[config.mk]
export PLATFORM = sky130hd
export DESIGN_NAME = tcce_queue
export DESIGN_NICKNAME = d
export VERILOG_FILES = /design/src/design/tcce_pkg.sv /design/src/design/tcce_queue.sv
export SDC_FILE = /design/constraint.sdc
export NUM_CORES = 1
export LEC_CHECK = 0
export ABC_AREA = 0
export BUFFER_PORTS_ARGS = -buffer_cell sky130_fd_sc_hd__buf_2
export CORE_MARGIN = 3
export CORE_UTILIZATION = 30
export DETAILED_ROUTE_END_ITERATION = 10
export GPL_TIMING_DRIVEN = 1
export PLACE_DENSITY = 0.5
export SETUP_SLACK_MARGIN = 0.15
export SLEW_MARGIN = 20
export SYNTH_ARGS = -nofsm -noshare
export SYNTH_HDL_FRONTEND = slang
export SYNTH_SLANG_ARGS = --single-unit
[constraint.sdc]
create_clock -name clk -period 2.8 [get_ports clk]
set_clock_uncertainty 0.15 [all_clocks]
set_input_delay 0.56 -clock clk [delete_from_list [all_inputs] [get_ports clk]]
set_output_delay 0.56 -clock clk [all_outputs]
set_load 0.03 [all_outputs]
[src/design/tcce_pkg.sv]
// ----------------------------------------------------------------------------
// tcce_pkg
// shared types, codes and constants of the text console char engine
// ----------------------------------------------------------------------------
package tcce_pkg;

  localparam int DEF_COLUMNS   = 80;
  localparam int DEF_ROWS      = 25;
  localparam int DEF_TAB_WIDTH = 8;

  // command queue between front and back
  localparam int Q_DEPTH = 4;

  // input modes
  localparam logic [1:0] MODE_PUT    = 2'd0;
  localparam logic [1:0] MODE_CLEAR  = 2'd1;
  localparam logic [1:0] MODE_SETCUR = 2'd2;
  localparam logic [1:0] MODE_READ   = 2'd3;

  // control characters
  localparam logic [7:0] CHAR_NEWLINE   = 8'h0A;
  localparam logic [7:0] CHAR_RETURN    = 8'h0D;
  localparam logic [7:0] CHAR_TAB       = 8'h09;
  localparam logic [7:0] CHAR_BACKSPACE = 8'h08;
  localparam logic [7:0] BLANK_CHAR     = 8'h20;

  localparam logic [6:0] RESET_ATTR = 7'h0F;
  localparam logic [3:0] FG_RESET   = 4'hF;
  localparam logic [2:0] BG_RESET   = 3'h0;

  // configuration port
  localparam int CFG_IDX_W  = 2;
  localparam int CFG_DATA_W = 4;
  localparam logic [CFG_IDX_W-1:0] REG_FG = 2'd0;
  localparam logic [CFG_IDX_W-1:0] REG_BG = 2'd1;

  // classified operations
  typedef logic [2:0] op_t;
  localparam op_t OP_PRINT   = 3'd0;
  localparam op_t OP_NEWLINE = 3'd1;
  localparam op_t OP_RETURN  = 3'd2;
  localparam op_t OP_TAB     = 3'd3;
  localparam op_t OP_BKSP    = 3'd4;
  localparam op_t OP_CLEAR   = 3'd5;
  localparam op_t OP_SETCUR  = 3'd6;
  localparam op_t OP_READ    = 3'd7;

  typedef struct packed {
    logic [1:0] mode;
    logic [7:0] char_code;
    logic [4:0] row;
    logic [6:0] col;
  } in_word_t;

  typedef struct packed {
    logic        status;
    logic [4:0]  cursor_row;
    logic [6:0]  cursor_col;
    logic [10:0] cursor_position;
    logic [7:0]  cell_char;
    logic [6:0]  cell_attribute;
  } out_word_t;

  typedef struct packed {
    op_t        op;
    logic [7:0] char_code;
    logic [4:0] row;
    logic [6:0] col;
    logic       pos_ok;
  } cmd_t;

  typedef struct packed {
    logic [6:0] attr;
    logic [7:0] ch;
  } cell_t;

  // column modulo tab width for every 7-bit column, built by counting
  function automatic logic [127:0][3:0] tab_phase_table(input int tab_w);
    logic [127:0][3:0] t;
    int ph;
    ph = 0;
    for (int i = 0; i < 128; i++) begin
      t[i] = 4'(ph);
      if (ph == tab_w - 1) ph = 0;
      else ph = ph + 1;
    end
    return t;
  endfunction

endpackage

[src/design/tcce_queue.sv]
// ----------------------------------------------------------------------------
// tcce_queue
// short command fifo between the classifier and the execution engine
// ----------------------------------------------------------------------------
module tcce_queue
  import tcce_pkg::*;
(
  input  logic clk,
  input  logic rst_n,
  input  logic push,
  input  cmd_t push_cmd,
  output logic full,
  input  logic pop,
  output cmd_t pop_cmd,
  output logic not_empty
);

  localparam int PW = $clog2(Q_DEPTH);
  localparam int NW = $clog2(Q_DEPTH + 1);

  cmd_t          slot_r [Q_DEPTH];
  logic [PW-1:0] wr_ptr_r, wr_ptr_nxt;
  logic [PW-1:0] rd_ptr_r, rd_ptr_nxt;
  logic [NW-1:0] count_r, count_nxt;

  assign full      = (count_r == NW'(Q_DEPTH));
  assign not_empty = (count_r != '0);
  assign pop_cmd   = slot_r[rd_ptr_r];

  always_comb begin
    wr_ptr_nxt = wr_ptr_r;
    rd_ptr_nxt = rd_ptr_r;
    count_nxt  = count_r;
    if (push) wr_ptr_nxt = PW'(wr_ptr_r + 1'b1);
    if (pop) rd_ptr_nxt = PW'(rd_ptr_r + 1'b1);
    if (push && !pop) count_nxt = NW'(count_r + 1'b1);
    else if (pop && !push) count_nxt = NW'(count_r - 1'b1);
  end

  always_ff @(posedge clk) begin
    if (!rst_n) begin
      wr_ptr_r <= '0;
      rd_ptr_r <= '0;
      count_r  <= '0;
    end else begin
      wr_ptr_r <= wr_ptr_nxt;
      rd_ptr_r <= rd_ptr_nxt;
      count_r  <= count_nxt;
    end
  end

  always_ff @(posedge clk) begin
    if (push) slot_r[wr_ptr_r] <= push_cmd;
  end

endmodule

==> reports/qor.yml <==
cts_made_buffers: 9
syn_nets: 203
die_w_microns: 120.7
met3_length_microns: 362
drive_gt1_share_pct: 39.75
fillers: 1227
crit_required_ps: 2090
maxCapViolCount: 0
final_common_cell: "edfxtp_1"
crit_path_cell_trace: "buf_4 > mux4_1 > buf_2"
dieArea_sq_um: 14580
tightest_slew_ps: 393.5
leakage_nw: 1.642
combPwrFrac_pct: 12.3
maxSlewHeadroom_pct: 73.77
crit_fanout: 7
cpMaxStageDelayCell: "mux4_1"
routed_wl_microns: 6926
cts_tree: "done"
grt_max_degree: 25
synth.distinct_cells: 21
cts_sinks: 105
p_total_mw: 3.621
grt_pass1_wl_microns: 11050
diodes: 0
seq_area_sq_um: 3064
drt_iter0_markers: 81
topRoutingLayerUsed: "met4"
vias: 1800
antenna_left: 0
grtUsageTotal_pct: 10.20
grt_pass1_vias: 1945
synth.cell_area_sq_um: 3950
gp_congestion: 0.6981
h-tree-depth: 3
p_switching_mw: 0.8192
final_nets: 268
multi_input_area_sq_um: 807.0
synthCells: 169
ios: 54
swShare_pct: 22.63
start_util_pct: 31.05
cpPeakStageDelay_ps: 560
rsz0062_at_grt: "false"
post_cts_buffers: 0
post-route-period-util_pct: 89.11
synth-seq-area-share_pct: 77.54
fin_util_pct: 37.39
clk_pin_slew_ps: 70
antenna_found_initial: 0
drc_errors: 0
port_buffers: 53
synth_area_per_cell_sq_um: 23.37
vias_per_cell: 4.380
drv_slew: 0
yosys_register_bits: 105
clkLatencyLatePin_ps: 340
status: "completed"
fmax_mhz: 400.8
hold_viol: 0
ctsHoldBuffers: 0
min_path_type: "in -> reg"
root_buffer: "clkbuf_16"
pwr-share-clk_pct: 37.2
overflow: 0
p_per_area_nw_per_um2: 761.1
layout_min_cycle_time_ps: 2495
fp.dieH_microns: 120.7
cts_resized: 0
syn_to_final_growth_pct: 20.43
core_area_sq_um: 12720
path_class: "reg -> out"
clock_path_buffers: 2
dr.pass1.iters: 4
setup_viol: 0
final_cell_mix: "edfxtp_1, buf_2, mux4_2, and2_1, clkbuf_16"
wl_per_cell_microns: 16.85
ys_warn_count: 0
hpwl_microns: 4176
setup_tns_ps: 0
wl_met2_microns: 3303
pwr-share-seq_pct: 50.5
num_rows: 41
vdd.ir_drop.worst_v: 0.0002491
p_int_mw: 2.802
cp-start-kind: "flop"
critical_path_arrival_ps: 1780
drt-met1-wl_microns: 3131
critPathCaptureType: "output port"
-- per-stage QoR --
stage / hold slack, ps / instances / cell area [sq um] / worst slack [ps]
2_1_floorplan: 317.4 / 169 / 3950 / 813.2
3_5_place_dp: 354.9 / 395 / 4432 / 594.1
3_3_place_gp: 338.7 / 395 / 4432 / 649.8
4_1_cts: 273.0 / 411 / 4757 / 250.2
6_report: 286.4 / 411 / 4757 / 305.0
5_1_grt: 281.2 / 411 / 4757 / 207.6
-- power by group through the flow --
stage	Sequential [mW]	Clock, mW	Combinational [mW]
after floorplan	1.85	0	0.326
after global placement	1.86	0	0.456
after detailed placement	1.86	0	0.460
after CTS	1.83	1.39	0.461
after global routing	1.84	1.45	0.486
final	1.83	1.35	0.446
-- logic make-up after synthesis --
family / synth area share (%)
compound gates: 0.3167
xor+xnor: 1.109
fa+ha+maj: 2.091
buf+inv: 2.027
flops: 77.54
mux: 14.57
simple gates: 2.344
-- sequential cells by signal, indices dropped and copies added (netlist names), named ones only --
name,flops
rd_ptr_r,2
slot_r,96
wr_ptr_r,2
count_r,3
-- synthesized netlist by cell type (all sizes together) --
cell / n / area share, %
xor2: 3 / 0.67
mux4: 24 / 14
mux2i: 2 / 0.51
o21ai: 1 / 0.13
dfxtp: 9 / 4.6
nor2b: 2 / 0.32
ha: 5 / 1.6
a21boi: 1 / 0.19
nand2: 1 / 0.095
or3: 2 / 0.32
nor3b: 1 / 0.19
fa: 1 / 0.51
and2: 9 / 1.4
clkbuf: 1 / 0.095
buf: 5 / 1.6
xnor2: 2 / 0.44
edfxtp: 96 / 73
inv: 4 / 0.38
-- layer usage --
metal,track usage (%),vias to the layer above
met2,15.23,42
met3,3.181,9
met1,13.48,930
met4,5.099,0
met5,0,-
li1,-,819
-- critical path: cells and delay by family (launching register included) --
family                 cells  cell delay, ps
muxes                      1             560
buffers and inverters      2             420
DFF                        1             470
-- cell type report --
| cell class | count | area share (%) |
|---|---|---|
| well taps | 172 | 4.524 |
| clock inverters | 3 | 1.368 |
| flip-flops and latches | 105 | 64.41 |
| repair buffers | 60 | 6.944 |
| inverters | 4 | 0.3156 |
| clock buffers | 13 | 5.471 |
| multi-input cells | 54 | 16.96 |
-- final timing paths --
kind / startpoint / end / slack (ps) / cells past startpoint
worst max register to register: count_r[0]$_SDFFE_PN0P_ / count_r[2]$_SDFFE_PN0P_ / 1140 / 4
worst max-delay path: flop / pop_cmd[20] / 310 / 3
worst min register to register: count_r[2]$_SDFFE_PN0P_ / count_r[2]$_SDFFE_PN0P_ / 360 / 2
worst min-delay path: push_cmd[16] / slot_r[0][16]$_DFFE_PP_ / 290 / 1
(Power assumes the default switching activity.)
