**src/design/tcce_pkg.sv**
```systemverilog
// ----------------------------------------------------------------------------
// tcce_pkg
// shared types, codes and constants of the text console char engine
// ----------------------------------------------------------------------------
package tcce_pkg;

  localparam int DEF_COLUMNS   = 80;
  localparam int DEF_ROWS      = 25;
  localparam int DEF_TAB_WIDTH = 8;

  // command queue between front and back
  localparam int Q_DEPTH = 4;

  // input modes
  localparam logic [1:0] MODE_PUT    = 2'd0;
  localparam logic [1:0] MODE_CLEAR  = 2'd1;
  localparam logic [1:0] MODE_SETCUR = 2'd2;
  localparam logic [1:0] MODE_READ   = 2'd3;

  // control characters
  localparam logic [7:0] CHAR_NEWLINE   = 8'h0A;
  localparam logic [7:0] CHAR_RETURN    = 8'h0D;
  localparam logic [7:0] CHAR_TAB       = 8'h09;
  localparam logic [7:0] CHAR_BACKSPACE = 8'h08;
  localparam logic [7:0] BLANK_CHAR     = 8'h20;

  localparam logic [6:0] RESET_ATTR = 7'h0F;
  localparam logic [3:0] FG_RESET   = 4'hF;
  localparam logic [2:0] BG_RESET   = 3'h0;

  // configuration port
  localparam int CFG_IDX_W  = 2;
  localparam int CFG_DATA_W = 4;
  localparam logic [CFG_IDX_W-1:0] REG_FG = 2'd0;
  localparam logic [CFG_IDX_W-1:0] REG_BG = 2'd1;

  // classified operations
  typedef logic [2:0] op_t;
  localparam op_t OP_PRINT   = 3'd0;
  localparam op_t OP_NEWLINE = 3'd1;
  localparam op_t OP_RETURN  = 3'd2;
  localparam op_t OP_TAB     = 3'd3;
  localparam op_t OP_BKSP    = 3'd4;
  localparam op_t OP_CLEAR   = 3'd5;
  localparam op_t OP_SETCUR  = 3'd6;
  localparam op_t OP_READ    = 3'd7;

  typedef struct packed {
    logic [1:0] mode;
    logic [7:0] char_code;
    logic [4:0] row;
    logic [6:0] col;
  } in_word_t;

  typedef struct packed {
    logic        status;
    logic [4:0]  cursor_row;
    logic [6:0]  cursor_col;
    logic [10:0] cursor_position;
    logic [7:0]  cell_char;
    logic [6:0]  cell_attribute;
  } out_word_t;

  typedef struct packed {
    op_t        op;
    logic [7:0] char_code;
    logic [4:0] row;
    logic [6:0] col;
    logic       pos_ok;
  } cmd_t;

  typedef struct packed {
    logic [6:0] attr;
    logic [7:0] ch;
  } cell_t;

  // column modulo tab width for every 7-bit column, built by counting
  function automatic logic [127:0][3:0] tab_phase_table(input int tab_w);
    logic [127:0][3:0] t;
    int ph;
    ph = 0;
    for (int i = 0; i < 128; i++) begin
      t[i] = 4'(ph);
      if (ph == tab_w - 1) ph = 0;
      else ph = ph + 1;
    end
    return t;
  endfunction

endpackage

```
**src/design/tcce_front.sv**
```systemverilog
// ----------------------------------------------------------------------------
// tcce_front
// input stage: takes words, decodes mode and control bytes, range-checks
// ----------------------------------------------------------------------------
module tcce_front
  import tcce_pkg::*;
#(
  parameter int COLUMNS = DEF_COLUMNS,
  parameter int ROWS    = DEF_ROWS
) (
  input  logic     clk,
  input  logic     rst_n,
  input  logic     in_valid,
  output logic     in_stall,
  input  in_word_t in_data,
  output logic     push,
  output cmd_t     push_cmd,
  input  logic     q_full
);

  logic hold_valid_r, hold_valid_nxt;
  cmd_t hold_r;
  cmd_t cmd_nxt;
  logic take;

  assign push     = hold_valid_r && !q_full;
  assign in_stall = hold_valid_r && q_full;
  assign take     = in_valid && !in_stall;
  assign push_cmd = hold_r;

  always_comb begin
    cmd_nxt.char_code = in_data.char_code;
    cmd_nxt.row       = in_data.row;
    cmd_nxt.col       = in_data.col;
    cmd_nxt.pos_ok    = ({2'b00, in_data.row} < 7'(ROWS)) &&
                        ({1'b0, in_data.col} < 8'(COLUMNS));
    unique case (in_data.mode)
      MODE_PUT: begin
        priority case (in_data.char_code)
          CHAR_NEWLINE:   cmd_nxt.op = OP_NEWLINE;
          CHAR_RETURN:    cmd_nxt.op = OP_RETURN;
          CHAR_TAB:       cmd_nxt.op = OP_TAB;
          CHAR_BACKSPACE: cmd_nxt.op = OP_BKSP;
          default:        cmd_nxt.op = OP_PRINT;
        endcase
      end
      MODE_CLEAR:  cmd_nxt.op = OP_CLEAR;
      MODE_SETCUR: cmd_nxt.op = OP_SETCUR;
      MODE_READ:   cmd_nxt.op = OP_READ;
      default:     cmd_nxt.op = OP_READ;
    endcase
  end

  always_comb begin
    hold_valid_nxt = hold_valid_r;
    if (take) hold_valid_nxt = 1'b1;
    else if (push) hold_valid_nxt = 1'b0;
  end

  always_ff @(posedge clk) begin
    if (!rst_n) hold_valid_r <= 1'b0;
    else hold_valid_r <= hold_valid_nxt;
  end

  always_ff @(posedge clk) begin
    if (take) hold_r <= cmd_nxt;
  end

endmodule

```
**config.mk**
```make
export PLATFORM = sky130hd
export DESIGN_NAME = tcce_front
export DESIGN_NICKNAME = d
export VERILOG_FILES = /design/src/design/tcce_pkg.sv /design/src/design/tcce_front.sv
export SDC_FILE = /design/constraint.sdc
export NUM_CORES = 1
export LEC_CHECK = 0
export BUFFER_PORTS_ARGS = -buffer_cell sky130_fd_sc_hd__buf_2
export CORE_MARGIN = 4
export CORE_UTILIZATION = 35
export DETAILED_ROUTE_END_ITERATION = 8
export PLACE_DENSITY = 0.67
export SLEW_MARGIN = 10
export SYNTH_ARGS = -nofsm -noshare
export SYNTH_HDL_FRONTEND = slang
export SYNTH_SLANG_ARGS = --single-unit
export TNS_END_PERCENT = 50
```
**constraint.sdc**
```tcl
create_clock -name clk -period 3.1 [get_ports clk]
set_input_delay 0.31 -clock clk [delete_from_list [all_inputs] [get_ports clk]]
set_output_delay 0.31 -clock clk [all_outputs]
set_load 0.1 [all_outputs]
```
==> flow_summary.json <==
{
  "finalCriticalPeriod_ps": 1550,
  "avgSynthCellArea_um2": 20.6,
  "portBuffers": 51,
  "worstPathRequired_ps": 2790,
  "dieWidth_um": 57.7,
  "cp-start-kind": "register",
  "final_cells": 126,
  "met2_usage": 0.174,
  "dr.pass1.iters": 2,
  "postCtsHoldBufs": 0,
  "cp_max_fo": 3,
  "grt_use_met1": 0.0768,
  "hold_slack_ps": 175,
  "use_met3": 0.0445,
  "max_freq_mhz": 645,
  "synth-seq-cells": 25,
  "r2r_cells": 3,
  "htree_levels": 1,
  "r2r-end": "push_cmd[5]",
  "layout.cells.most_common": "buf_2",
  "final_layout_size_suffix_gt1_frac": 0.592,
  "setup_violations": 0,
  "fin_tns_setup_ps": 0,
  "dieArea_um2": 3330,
  "worst_pin_slew_ps": 504,
  "insertion_delay_ps": 310,
  "fp-row-count": 17,
  "holdPathEnd": "push_cmd[3]",
  "vias_per_cell": 4.53,
  "hp-class": "primary input to register",
  "synth_nets": 68,
  "post_cts_buffers": 0,
  "pin_count": 52,
  "grt.overflow.total": 0,
  "grt_pass1_vias": 567,
  "drc": 0,
  "cts.clk_slew.worst_paths_ps": 120,
  "busiest_layer": "met2",
  "clock_skew_ps": 7.05,
  "slew_violations": 0,
  "min_delay_path_depth": 1,
  "vias": 571,
  "cts.sinks": 25,
  "cts-root-buf": "clkbuf_4",
  "die_y_um": 57.7,
  "finalHoldViolCount": 0,
  "worst_ir_drop_vdd_mv": 0.296,
  "grt_max_degree": 25,
  "timing.rr.start": "hold_valid_r",
  "initial_core_util": 0.380,
  "cts_tree": "yes",
  "drv_cap": 0,
  "status": "completed",
  "cts_buffer_depth": 2,
  "drt_iter0_drc": 10,
  "maxSlewHeadroom": 0.666,
  "fin_ws_ps": 1550,
  "grt_pass1_wl_um": 2300,
  "area_delta_synth_final_pct": 37.7,
  "yosysWarnings": 0,
  "n_antenna_cell": 0,
  "place_inst": 122,
  "grt_usage": 0.0936,
  "routabilityCongestion": 0.671,
  "synthCells": 42,
  "final_cell_mix": "51 x buf_2, 24 x edfxtp_1, 3 x clkbuf_4, 2 x and2_1, 2 x nor2_1",
  "cts_buffers": 3,
  "finish.utilization": 0.524,
  "wl_per_cell_um": 12.8,
  "worstSetupPathType": "register to output pin",
  "reg2reg_slack_ps": 1900,
  "end_kind": "output pin",
  "wirelength_um": 1610,
  "worstPathArrival_ps": 1240,
  "nNetsFinal": 125,
  "dpl_worst_slack_ps": 1670,
  "synth.distinct_cells": 16,
  "drtAntennaViolNets": 0,
  "min-delay-start": "in_data[2]",
  "syn_area_um2": 866,
  "rsz0062_at_grt": "no",
  "period_share": 0.500,
  "antenna_found_initial": 0,
  "synth_seq_area_share": 0.855,
  "cts-resized-gates": 0,
  "p_leak_nw": 0.506,
  "coreArea_um2": 2280,
  "power_density_nw_per_um2": 616
}
## kinds of logic (layout without fill, tap and decap cells)
family / count (synthesis) / in the layout / share of synthesized area
AND/OR/NAND/NOR: 9 / 9 / 0.0650
buffers and inverters: 1 / 57 / 0.00433
AO/OA/AOI/OAI: 6 / 6 / 0.0650
flip-flops: 25 / 25 / 0.855
XOR/XNOR: 1 / 1 / 0.0101
## how the worst max path moves through the flow
stage                       startpoint            to  slack [ps]  depth (start not counted)
after floorplan                 q_full   push_cmd[0]         620                          2
after global placement     in_data[17]  push_cmd[21]        1690                          3
after detailed placement   in_data[17]  push_cmd[21]        1670                          3
after CTS                 hold_valid_r      in_stall        1520                          2
after global routing      hold_valid_r      in_stall        1490                          2
final                     hold_valid_r      in_stall        1550                          2
## metal layers
metal  share of wire  vias to the layer above  wire length (um)
met1            0.30                      263               487
met5               0                        -                 0
li1                -                      279                 -
met4          0.0075                        0                12
met3            0.14                        2               227
met2            0.55                       27               879
## critical path, cell delays in order (launching register included)
cell and delay [ps]:
dfxtp_1 340, and2_1 160, buf_2 440
## synthesized netlist by cell type
library cell	instances	area, um2
a41o_1	1	10.0
and2_1	2	12.5
dfxtp_1	1	20.0
edfxtp_1	24	721
inv_1	1	3.75
nand2b_1	1	6.26
nor2_1	2	7.51
nor2b_1	2	12.5
nor4_1	1	6.26
o21a_1	1	7.51
o21ai_0	1	5.00
o311ai_0	1	8.76
o41ai_1	1	8.76
o41ai_2	1	16.3
or4_4	1	11.3
xnor2_1	1	8.76
## sequential cells by signal, indices dropped and copies added (netlist names)
signal        flops
push_cmd         24
hold_valid_r      1
## metrics by stage
stage          power, mW  area (um2)
3_3_place_gp       0.603        1170
3_5_place_dp       0.605        1170
2_1_floorplan      0.564         866
5_1_grt            0.762        1190
6_report           0.734        1190
4_1_cts            0.744        1190
## power by group
part	internal [mW]	switching [mW]	total, mW
clock	0.0501	0.0879	0.138
sequential	0.393	0.00375	0.397
combinational	0.0307	0.168	0.199
total	0.474	0.260	0.734
## final cells by class
cell class	count	area, um2
Multi-Input combinational cell	16	124
Timing Repair Buffer	52	263
Tap cell	28	35.0
Sequential cell	25	741
Inverter	1	3.75
Clock buffer	4	26.3
Fill cell	221	1080
Note: power is estimated with default switching activity, not from simulation.
